<file path="src/stxy_pkg.sv">
// Package for the spiral index to position block: field widths, register
// indexes, reset values and pipeline sizing helpers.
// No dependencies.
package stxy_pkg;

   localparam int INDEX_BITS_DEF = 32;
   localparam int FIELD_BITS     = 32;
   localparam int POS_BITS       = 17;
   localparam int CSR_DATA_BITS  = 16;
   localparam int CSR_INDEX_BITS = 1;

   localparam logic [CSR_INDEX_BITS-1:0] CSR_SCREEN_WIDTH  = 1'b0;
   localparam logic [CSR_INDEX_BITS-1:0] CSR_SCREEN_HEIGHT = 1'b1;

   localparam logic [CSR_DATA_BITS-1:0] SCREEN_WIDTH_RESET  = 16'd640;
   localparam logic [CSR_DATA_BITS-1:0] SCREEN_HEIGHT_RESET = 16'd480;

   typedef logic [FIELD_BITS-1:0]      index_type;
   typedef logic signed [POS_BITS-1:0] pos_type;

   // index bits actually used
   function automatic int used_bits(input int index_bits);
      return (index_bits < FIELD_BITS) ? index_bits : FIELD_BITS;
   endfunction

   // one root bit per square root stage
   function automatic int sqrt_steps(input int index_bits);
      return (used_bits(index_bits) + 1) / 2;
   endfunction

   // input stage, root stages, edge stage, output stage
   function automatic int pipe_depth(input int index_bits);
      return sqrt_steps(index_bits) + 3;
   endfunction

endpackage

</file>
<file path="src/stxy_if.sv">
// Handshake interfaces for the index beat and the position beat.
// Depends on stxy_pkg.
interface stxy_req_if;
   logic                 valid;
   logic                 ready;
   stxy_pkg::index_type  spiral_index;

   modport source (output valid, output spiral_index, input ready);
   modport sink   (input valid, input spiral_index, output ready);
endinterface

interface stxy_rsp_if;
   logic               valid;
   logic               ready;
   stxy_pkg::pos_type  x_pos;
   stxy_pkg::pos_type  y_pos;

   modport source (output valid, output x_pos, output y_pos, input ready);
   modport sink   (input valid, input x_pos, input y_pos, output ready);
endinterface

</file>
<file path="src/spiral_index_to_xy.sv">
// Stages: input, one per root bit, edge, output. One index beat per cycle unless the
// output stalls; a full stage holds its beat while the next stage cannot load.
// Reset (synchronous, active high) empties the pipeline and sets the screen to 640 x 480.
// Depends on stxy_pkg and stxy_if.
module spiral_index_to_xy #(
   parameter int INDEX_BITS = stxy_pkg::INDEX_BITS_DEF
) (
   input  logic                                 clock,
   input  logic                                 reset,
   stxy_req_if.sink                             req_chan,
   stxy_rsp_if.source                           rsp_chan,
   input  logic                                 csr_write_en,
   input  logic [stxy_pkg::CSR_INDEX_BITS-1:0]  csr_index,
   input  logic [stxy_pkg::CSR_DATA_BITS-1:0]   csr_wdata
);

   localparam int NB   = stxy_pkg::used_bits(INDEX_BITS);
   localparam int K    = stxy_pkg::sqrt_steps(INDEX_BITS);
   localparam int MB   = 2 * K;
   localparam int RW   = K + 1;
   localparam int DW   = K + 4;
   localparam int PB   = stxy_pkg::POS_BITS;
   localparam int SW   = ((DW > PB) ? DW : PB) + 1;
   localparam int EDGE = K + 1;
   localparam int LAST = K + 2;

   localparam logic signed [DW-1:0] ONE_S = DW'(1);

   logic [stxy_pkg::CSR_DATA_BITS-1:0] screen_width_ff;
   logic [stxy_pkg::CSR_DATA_BITS-1:0] screen_height_ff;

   logic [LAST:0]   v_ff;
   logic [LAST:0]   adv;
   logic [MB-1:0]   m_ff     [0:K-1];
   logic [RW-1:0]   rem_ff   [0:K];
   logic [K-1:0]    root_ff  [0:K];
   logic            small_ff [0:K];

   logic signed [DW-1:0] dx_ff, dy_ff, dx_in, dy_in;
   logic signed [PB-1:0] x_pos_ff, y_pos_ff;
   logic signed [SW-1:0] x_sum, y_sum;

   // configuration
   always_ff @(posedge clock) begin
      if (reset) begin
         screen_width_ff  <= stxy_pkg::SCREEN_WIDTH_RESET;
         screen_height_ff <= stxy_pkg::SCREEN_HEIGHT_RESET;
      end else if (csr_write_en) begin
         unique case (csr_index)
            stxy_pkg::CSR_SCREEN_WIDTH:  screen_width_ff  <= csr_wdata;
            stxy_pkg::CSR_SCREEN_HEIGHT: screen_height_ff <= csr_wdata;
         endcase
      end
   end

   // a stage loads when it is empty or its beat moves on
   assign adv[LAST] = !v_ff[LAST] || rsp_chan.ready;
   for (genvar j = 0; j < LAST; j++) begin : g_adv
      assign adv[j] = !v_ff[j] || adv[j+1];
   end

   assign req_chan.ready = adv[0];

   // input stage
   logic [NB-1:0] n_idx;
   assign n_idx = req_chan.spiral_index[NB-1:0];

   always_ff @(posedge clock) begin
      if (reset) begin
         v_ff[0] <= 1'b0;
      end else if (adv[0]) begin
         v_ff[0] <= req_chan.valid;
      end
   end

   always_ff @(posedge clock) begin
      if (adv[0]) begin
         m_ff[0]     <= MB'(n_idx - NB'(1));
         small_ff[0] <= (n_idx < NB'(2));
         rem_ff[0]   <= '0;
         root_ff[0]  <= '0;
      end
   end

   // square root of index - 1, one root bit per stage
   for (genvar j = 1; j <= K; j++) begin : g_sqrt
      logic [RW+1:0] cat;
      logic [RW+1:0] diff;
      logic [RW:0]   trial;
      logic          fits;

      always_comb begin
         cat   = {rem_ff[j-1], m_ff[j-1][MB-1 -: 2]};
         trial = {root_ff[j-1], 2'b01};
         diff  = cat - {1'b0, trial};
         fits  = (cat >= {1'b0, trial});
      end

      always_ff @(posedge clock) begin
         if (reset) begin
            v_ff[j] <= 1'b0;
         end else if (adv[j]) begin
            v_ff[j] <= v_ff[j-1];
         end
      end

      always_ff @(posedge clock) begin
         if (adv[j]) begin
            rem_ff[j]   <= fits ? diff[RW-1:0] : cat[RW-1:0];
            root_ff[j]  <= {root_ff[j-1][K-2:0], fits};
            small_ff[j] <= small_ff[j-1];
         end
      end

      if (j < K) begin : g_shift
         always_ff @(posedge clock) begin
            if (adv[j]) begin
               m_ff[j] <= {m_ff[j-1][MB-3:0], 2'b00};
            end
         end
      end
   end

   // edge select: odd root gives right or top edge, even root left or bottom
   logic [K-1:0]         r_val;
   logic signed [DW-1:0] rs, ss, ts;
   logic                 first_edge;

   always_comb begin
      r_val      = K'(({1'b0, root_ff[K]} + (K+1)'(root_ff[K][0])) >> 1);
      rs         = signed'(DW'(r_val));
      ss         = signed'(DW'(root_ff[K]));
      ts         = signed'(DW'(rem_ff[K]));
      first_edge = (RW'(root_ff[K]) >= rem_ff[K]);
      if (small_ff[K]) begin
         dx_in = '0;
         dy_in = '0;
      end else if (root_ff[K][0]) begin
         if (first_edge) begin
            dx_in = rs;
            dy_in = rs - ts - ONE_S;
         end else begin
            dx_in = rs + ss - ts;
            dy_in = -rs;
         end
      end else begin
         if (first_edge) begin
            dx_in = -rs;
            dy_in = ts - rs;
         end else begin
            dx_in = ts - ss - rs;
            dy_in = rs;
         end
      end
   end

   always_ff @(posedge clock) begin
      if (reset) begin
         v_ff[EDGE] <= 1'b0;
      end else if (adv[EDGE]) begin
         v_ff[EDGE] <= v_ff[K];
      end
   end

   always_ff @(posedge clock) begin
      if (adv[EDGE]) begin
         dx_ff <= dx_in;
         dy_ff <= dy_in;
      end
   end

   // add the screen center
   assign x_sum = SW'(signed'({1'b0, screen_width_ff[stxy_pkg::CSR_DATA_BITS-1:1]}))
                + SW'(dx_ff);
   assign y_sum = SW'(signed'({1'b0, screen_height_ff[stxy_pkg::CSR_DATA_BITS-1:1]}))
                + SW'(dy_ff);

   always_ff @(posedge clock) begin
      if (reset) begin
         v_ff[LAST] <= 1'b0;
      end else if (adv[LAST]) begin
         v_ff[LAST] <= v_ff[EDGE];
      end
   end

   always_ff @(posedge clock) begin
      if (adv[LAST]) begin
         x_pos_ff <= x_sum[PB-1:0];
         y_pos_ff <= y_sum[PB-1:0];
      end
   end

   assign rsp_chan.valid = v_ff[LAST];
   assign rsp_chan.x_pos = x_pos_ff;
   assign rsp_chan.y_pos = y_pos_ff;

endmodule

</file>
<file path="src/flat_wrapper.sv">
// flat-port wrapper written by rule: the top's interface ports become plain ports
module spiral_index_to_xy_flat 
#(
   parameter int INDEX_BITS = stxy_pkg::INDEX_BITS_DEF
)
  (clock, reset, csr_write_en, csr_index, csr_wdata, req_chan_valid, req_chan_spiral_index, req_chan_ready, rsp_chan_valid, rsp_chan_x_pos, rsp_chan_y_pos, rsp_chan_ready);
  stxy_req_if req_chan_i ();
  stxy_rsp_if rsp_chan_i ();
  input  logic clock;
  input  logic reset;
  input  logic csr_write_en;
  input  logic [stxy_pkg::CSR_INDEX_BITS-1:0] csr_index;
  input  logic [stxy_pkg::CSR_DATA_BITS-1:0] csr_wdata;
  input wire logic [$bits(req_chan_i.valid)-1:0] req_chan_valid;
  input wire logic [$bits(req_chan_i.spiral_index)-1:0] req_chan_spiral_index;
  output wire logic [$bits(req_chan_i.ready)-1:0] req_chan_ready;
  output wire logic [$bits(rsp_chan_i.valid)-1:0] rsp_chan_valid;
  output wire logic [$bits(rsp_chan_i.x_pos)-1:0] rsp_chan_x_pos;
  output wire logic [$bits(rsp_chan_i.y_pos)-1:0] rsp_chan_y_pos;
  input wire logic [$bits(rsp_chan_i.ready)-1:0] rsp_chan_ready;
  assign req_chan_i.valid = req_chan_valid;
  assign req_chan_i.spiral_index = req_chan_spiral_index;
  assign req_chan_ready = req_chan_i.ready;
  assign rsp_chan_valid = rsp_chan_i.valid;
  assign rsp_chan_x_pos = rsp_chan_i.x_pos;
  assign rsp_chan_y_pos = rsp_chan_i.y_pos;
  assign rsp_chan_i.ready = rsp_chan_ready;
  spiral_index_to_xy #(.INDEX_BITS(INDEX_BITS)) u_core (.clock(clock), .reset(reset), .req_chan(req_chan_i), .rsp_chan(rsp_chan_i), .csr_write_en(csr_write_en), .csr_index(csr_index), .csr_wdata(csr_wdata));
endmodule
</file>
<file path="config.mk">
export PLATFORM = sky130hd
export DESIGN_NAME = spiral_index_to_xy_flat
export DESIGN_NICKNAME = d
export VERILOG_FILES = /design/src/stxy_pkg.sv /design/src/stxy_if.sv /design/src/spiral_index_to_xy.sv /design/src/flat_wrapper.sv
export SDC_FILE = /design/constraint.sdc
export NUM_CORES = 1
export LEC_CHECK = 0
export ABC_AREA = 1
export BUFFER_PORTS_ARGS = -buffer_cell sky130_fd_sc_hd__buf_2
export CORE_MARGIN = 8
export CORE_UTILIZATION = 30
export CTS_CLUSTER_DIAMETER = 80
export DETAILED_ROUTE_END_ITERATION = 10
export GPL_TIMING_DRIVEN = 1
export PLACE_DENSITY_LB_ADDON = 0.3
export SYNTH_ARGS = -nofsm -noshare
export SYNTH_HDL_FRONTEND = slang
export SYNTH_SLANG_ARGS = --single-unit
export TNS_END_PERCENT = 5
</file>
<file path="constraint.sdc">
create_clock -name clock -period 17.91 [get_ports clock]
set_input_delay 4.4775 -clock clock [delete_from_list [all_inputs] [get_ports clock]]
set_output_delay 4.4775 -clock clock [all_outputs]
set_load 0.05 [all_outputs]
</file>
* Yosys cells after proc, flatten, opt, wreduce, memory -nomap -nowiden
Memories as Yosys holds them, arrays and structs flattened.
Cells that the tools add are included.
** Storage, ports and cells
- Flip-flop bits (word level) :: 119
- RAM bits :: 1090
- Input bits :: 54
- Output and inout bits :: 36
- Logic and storage cells :: 172
- Memories kept :: 4
** Cells by class
- Add/subtract/negate cells :: 28
- $lt $le $gt $ge :: 18
- Mux-type cells :: 56
- Bitwise operators :: 1
- Reductions and logical operators :: 40
** Memory list
- u_core.m_ff :: words 16, width 32, rd ports 16, clocked after Yosys merged registers in 0, write ports 16, RTL line spiral_index_to_xy.sv:34 : logic [MB-1:0] m_ff [0:K-1];
- u_core.rem_ff :: words 17, width 17, rd ports 17, clocked after Yosys merged registers in 0, write ports 17, RTL line spiral_index_to_xy.sv:35 : logic [RW-1:0] rem_ff [0:K];
- u_core.root_ff :: words 17, width 16, rd ports 17, clocked after Yosys merged registers in 0, write ports 17, RTL line spiral_index_to_xy.sv:36 : logic [K-1:0] root_ff [0:K];
- u_core.small_ff :: words 17, width 1, rd ports 17, clocked after Yosys merged registers in 0, write ports 17, RTL line spiral_index_to_xy.sv:37 : logic small_ff [0:K];
** Operators with widths (count)
- two-way mux 17 bit :: 22
- subtractor 17 bit :: 18
- >= comparator 19 x 18 -> 1 bit :: 16
- adder 16 x 17 -> 17 bit :: 2
- two-way mux 1 bit :: 34
- subtractor 17 x 16 -> 17 bit :: 2
- < comparator 32 x 2 -> 1 bit (second input constant) :: 1
- subtractor 32 x 1 -> 32 bit (second input constant) :: 1
- zero test 1 bit :: 19
- logical OR 1 bit :: 19
- adder 16 x 1 -> 17 bit :: 1
- adder 16 x 16 -> 17 bit :: 1
- >= comparator 16 x 17 -> 1 bit :: 1
- negator 16 -> 17 bit :: 1
- subtractor 16 x 17 -> 17 bit :: 1
- subtractor 17 x 2 -> 17 bit (second input constant) :: 1
- AND reduction 2 bit :: 2
- NOT 1 bit :: 1

* Depth between registers and ports, before layout
- Depth after elaboration :: 22
- Depth in mapped cells :: 24
- Depth with buffers taken out :: 23

* Worst setup path after synthesis
No wires, ideal clock.
- Path type :: input to output
- From :: input port rsp_chan_ready
- To :: output port req_chan_ready
- Arrival time :: 9958 ps
- Data required time :: 13432 ps
- Slack :: 3475 ps
- Cell stages on the path :: 10
- Path buffers :: 0
- Path through :: inv_1 > nand4_2 > nor2_4 > nand4_4 > nor2_4 > nand4_4 > nor2_4 > nand4_2 > nor2_4 > nand4_1
** On the way
- Word-level cells in the longest chain between the ends :: 19
** RTL lines
- start: declaration :: RTL line flat_wrapper.sv:20 : input wire logic [$bits(rsp_chan_i.ready)-1:0] rsp_chan_ready;
- logical OR 1 bit :: RTL line spiral_index_to_xy.sv:57 : assign adv[LAST] = !v_ff[LAST] || rsp_chan.ready;
- logical OR 1 bit (2 in a row) :: RTL line spiral_index_to_xy.sv:59 : assign adv[j] = !v_ff[j] || adv[j+1];
- via u_core.adv[16] :: RTL line spiral_index_to_xy.sv:33 : logic [LAST:0] adv;
- logical OR 1 bit (4 in a row) :: RTL line spiral_index_to_xy.sv:59
- via u_core.adv[12] :: RTL line spiral_index_to_xy.sv:33
- logical OR 1 bit (4 in a row) :: RTL line spiral_index_to_xy.sv:59
- via u_core.adv[8] :: RTL line spiral_index_to_xy.sv:33
- logical OR 1 bit (4 in a row) :: RTL line spiral_index_to_xy.sv:59
- via u_core.adv[4] :: RTL line spiral_index_to_xy.sv:33
- logical OR 1 bit (4 in a row) :: RTL line spiral_index_to_xy.sv:59
- end: declaration :: RTL line flat_wrapper.sv:16 : output wire logic [$bits(req_chan_i.ready)-1:0] req_chan_ready;
The timed path passes the listed nets, and every way through them passes these cells.

* Worst setup path after layout
Same ends and word-level chain as after synthesis.

==> impl_metrics.py <==
metrics = {
    "outcome": {
        "status": "finished clean",
    },
    "sta": {
        "rsz0062_at_grt": "false",
        "setup_viol": 0,
        "fin_hold_ws_ps": 406,
        "layout_setup_ws_ps": 4680,
        "slew_viol_final": 0,
        "skew_ps": 57.1,
        "finalCriticalPeriod_ps": 13230,
        "tightest_slew_ps": 1220,
        "final_hold_viol_count": 0,
        "slew_headroom": 0.187,
        "setup_tns_ps": 0,
        "fmax_mhz": 75.6,
        "period_share": 0.738,
    },
    "critical_path": {
        "worstPathBufferInverterCount": 6,
        "critPathTopFamily": "simple AND/OR/NAND/NOR gates",
        "ff2ff_setup_slack_ps": 12880,
        "crit_arrival_ps": 8750,
        "worstSetupEndpointType": "output port",
        "worstPathMaxFanout": 48,
        "critPathKind": "primary input to output port",
        "worstPathCellList": "buf_2 > inv_1 > nand4_2 > buf_4 > nor2_4 > nand4_4 > nor2_4 > nand4_4 > nor2_4 > nand4_2 > buf_4 > nor2_4 > nand4_1 > buf_4 > buf_2",
        "crit_path_frequent_cell": "nor2_4",
        "crit_required_ps": 13430,
        "max_stage_delay_ps": 670,
        "cp_slowest_cell": "nand4_4",
        "cp-start-kind": "primary input",
    },
    "finish": {
        "final_nets": 4576,
        "final_cells": 6183,
        "layout-drive-gt1-share": 0.0713,
        "area_growth_pct": 13.2,
        "layout_commonest_cell": "edfxtp_1",
        "final_cell_mix": "edfxtp_1, nand2_1, inv_1, nor2_1, a21oi_1",
        "num_antenna_cells": 0,
        "stdcell_area_um2": 47700,
        "fill_cells": 14100,
    },
    "floorplan": {
        "num_rows": 137,
        "die_h_um": 391,
        "core_um2": 140000,
        "boundaryPins": 90,
        "initial_core_util": 0.302,
        "dieArea_um2": 153000,
        "die_x_um": 391,
    },
    "synth": {
        "yosysSeqAreaShare": 0.556,
        "synth_fp_nets": 4453,
        "synth-async-reset-ratio": 0,
        "yosysTopAreaCellShare": 0.532,
        "synthCells": 4114,
        "avgSynthCellArea_um2": 10.2,
        "netlist_top_cells_area": "edfxtp_1, ha_1, nand2_1",
        "syn_area_um2": 42100,
        "yosysTopAreaCell": "edfxtp_1",
        "synth-edff-count": 747,
        "ys_ff_latch": 796,
        "yosys_warnings": 0,
        "synth_ff_type": "edfxtp_1",
        "ys_types": 68,
    },
    "cts": {
        "post_cts_buffers": 0,
        "root_buffer": "clkbuf_16",
        "postCtsResizedCells": 0,
        "cts_buffers": 84,
        "clk_pin_slew_worst_paths_ps": 60,
        "numClockSinks": 796,
        "clockBufferDepth": 3,
        "htree_levels": 3,
        "tritoncts": "done",
        "ctsHoldBuffers": 0,
        "clk_latency_ps": 670,
    },
    "place": {
        "dp_slack_ps": 4560,
        "dp.final_hpwl_mm": 69.6,
        "place_inst": 6027,
        "place_area_um2": 44800,
        "globalplace.congestion": 0.879,
        "io_buffers": 88,
    },
    "routing": {
        "dr.pass1.iters": 5,
        "final_antenna_net_count": 0,
        "drcViolationCount": 0,
        "drt_iter0_markers": 1915,
        "viasPerCell": 4.54,
        "vias": 28100,
        "wire_per_inst_um": 14.6,
        "routed_wirelength_mm": 90.2,
    },
    "grt": {
        "grt_pass1_wl_mm": 146,
        "grt_overflow": 0,
        "grtUsageTotal": 0.116,
        "antenna_found_initial": 0,
        "grt_pass1_vias": 27700,
        "grt_max_degree": 71,
    },
    "power": {
        "swShare": 0.432,
        "seq_power_share": 0.310,
        "p_leak_nw": 20.4,
        "ir_drop_v": 0.000128,
        "switchingPower_mw": 3.99,
        "power_density_nw_per_um2": 194,
        "comb_power_share": 0.496,
        "internal_power_mw": 5.25,
        "pwr-share-clk": 0.194,
    },
    "flow_run": {
        "cap_violations": 0,
    },
    "min_path": {
        "hold_path_class": "flip-flop to flip-flop",
    },
}
[area by class of cell]
cell class / instances / area (um^2) / area share
inverters: 546 / 2050 / 0.0430
clock inverters: 50 / 636 / 0.0133
multi-input cells: 2704 / 16400 / 0.344
clock buffers: 106 / 2280 / 0.0478
repair buffers: 105 / 568 / 0.0119
flip-flops and latches: 796 / 23400 / 0.491
well taps: 1876 / 2350 / 0.0492
[worst paths after layout]
kind                                             from                  to  cells past startpoint
worst max-delay path                   rsp_chan_ready      req_chan_ready                     15
worst min-delay path              u_core.m_ff[1][123]  u_core.m_ff[2][29]                      0
worst max register to register  u_core.rsp_chan.valid  u_core.m_ff[0][37]                     11
worst min register to register    u_core.m_ff[1][123]  u_core.m_ff[2][29]                      0
[registers in the layout, indices dropped and copies added (netlist names)]
register and cells:
u_core.root_ff 136, u_core.rsp_chan.valid 1, u_core.screen_height_ff 15, u_core.v_ff 18, u_core.dy_ff 17, u_core.rsp_chan.x_pos 17, u_core.small_ff 17, u_core.m_ff 272
u_core.rem_ff 254, u_core.screen_width_ff 15, u_core.dx_ff 17, u_core.rsp_chan.y_pos 17
[logic make-up (layout without fill, tap and decap cells)]
group                      count (synthesis)  after routing  synth area share
other                                      1              1         0.0000890
DFF                                      796            796             0.556
AOI/OAI and AO/OA                        779            779            0.0999
and+or+nand+nor                         1351           1351             0.139
xor gates and xnor gates                 288            288            0.0609
adders and majority gates                285            285            0.0882
buffers and inverters                    614            807            0.0557
[synthesized netlist by cell type (5+ instances only)]
cell type,number
clkbuf_1,38
a211oi_1,10
a21oi_1,340
nor2_4,5
a21o_1,14
edfxtp_1,747
buf_2,21
nand2_1,636
a31oi_1,15
fa_1,20
or2_2,21
nor2_1,365
dfxtp_1,49
o211ai_1,19
inv_1,536
o21ai_1,20
xor2_1,185
nand3b_1,13
inv_2,7
nand3_2,7
nand3_1,153
o21ai_0,302
nor4_1,15
a21boi_0,7
nand2_2,5
o41ai_1,7
buf_1,5
xnor2_1,99
ha_1,265
o21bai_1,18
nor3_1,43
nand4_1,56
nor2_2,6
[power by group through the flow]
stage	logic (mW)	clock network, mW	registers (mW)
2_1_floorplan	3.27	0	2.93
3_3_place_gp	4.51	0	2.90
3_5_place_dp	4.54	0	2.91
4_1_cts	4.57	1.86	2.87
5_1_grt	5.16	1.93	2.91
6_report	4.58	1.80	2.86
[per-stage QoR]
step / power (mW) / util
after floorplan: 6.20 / -
after global placement: 7.41 / 0.321
after detailed placement: 7.45 / 0.321
after CTS: 9.29 / 0.342
after global routing: 9.99 / 0.342
final: 9.24 / 0.342
[per-layer routing]
metal	wire (um)	global-route usage	vias up	part of all wire
li1	-	-	14400	-
met1	40200	0.147	13000	0.45
met2	44200	0.204	501	0.49
met3	3540	0.0204	144	0.039
met4	2220	0.0304	0	0.025
met5	0	0	-	0
No activity file was read; power rests on OpenSTA's default activity.
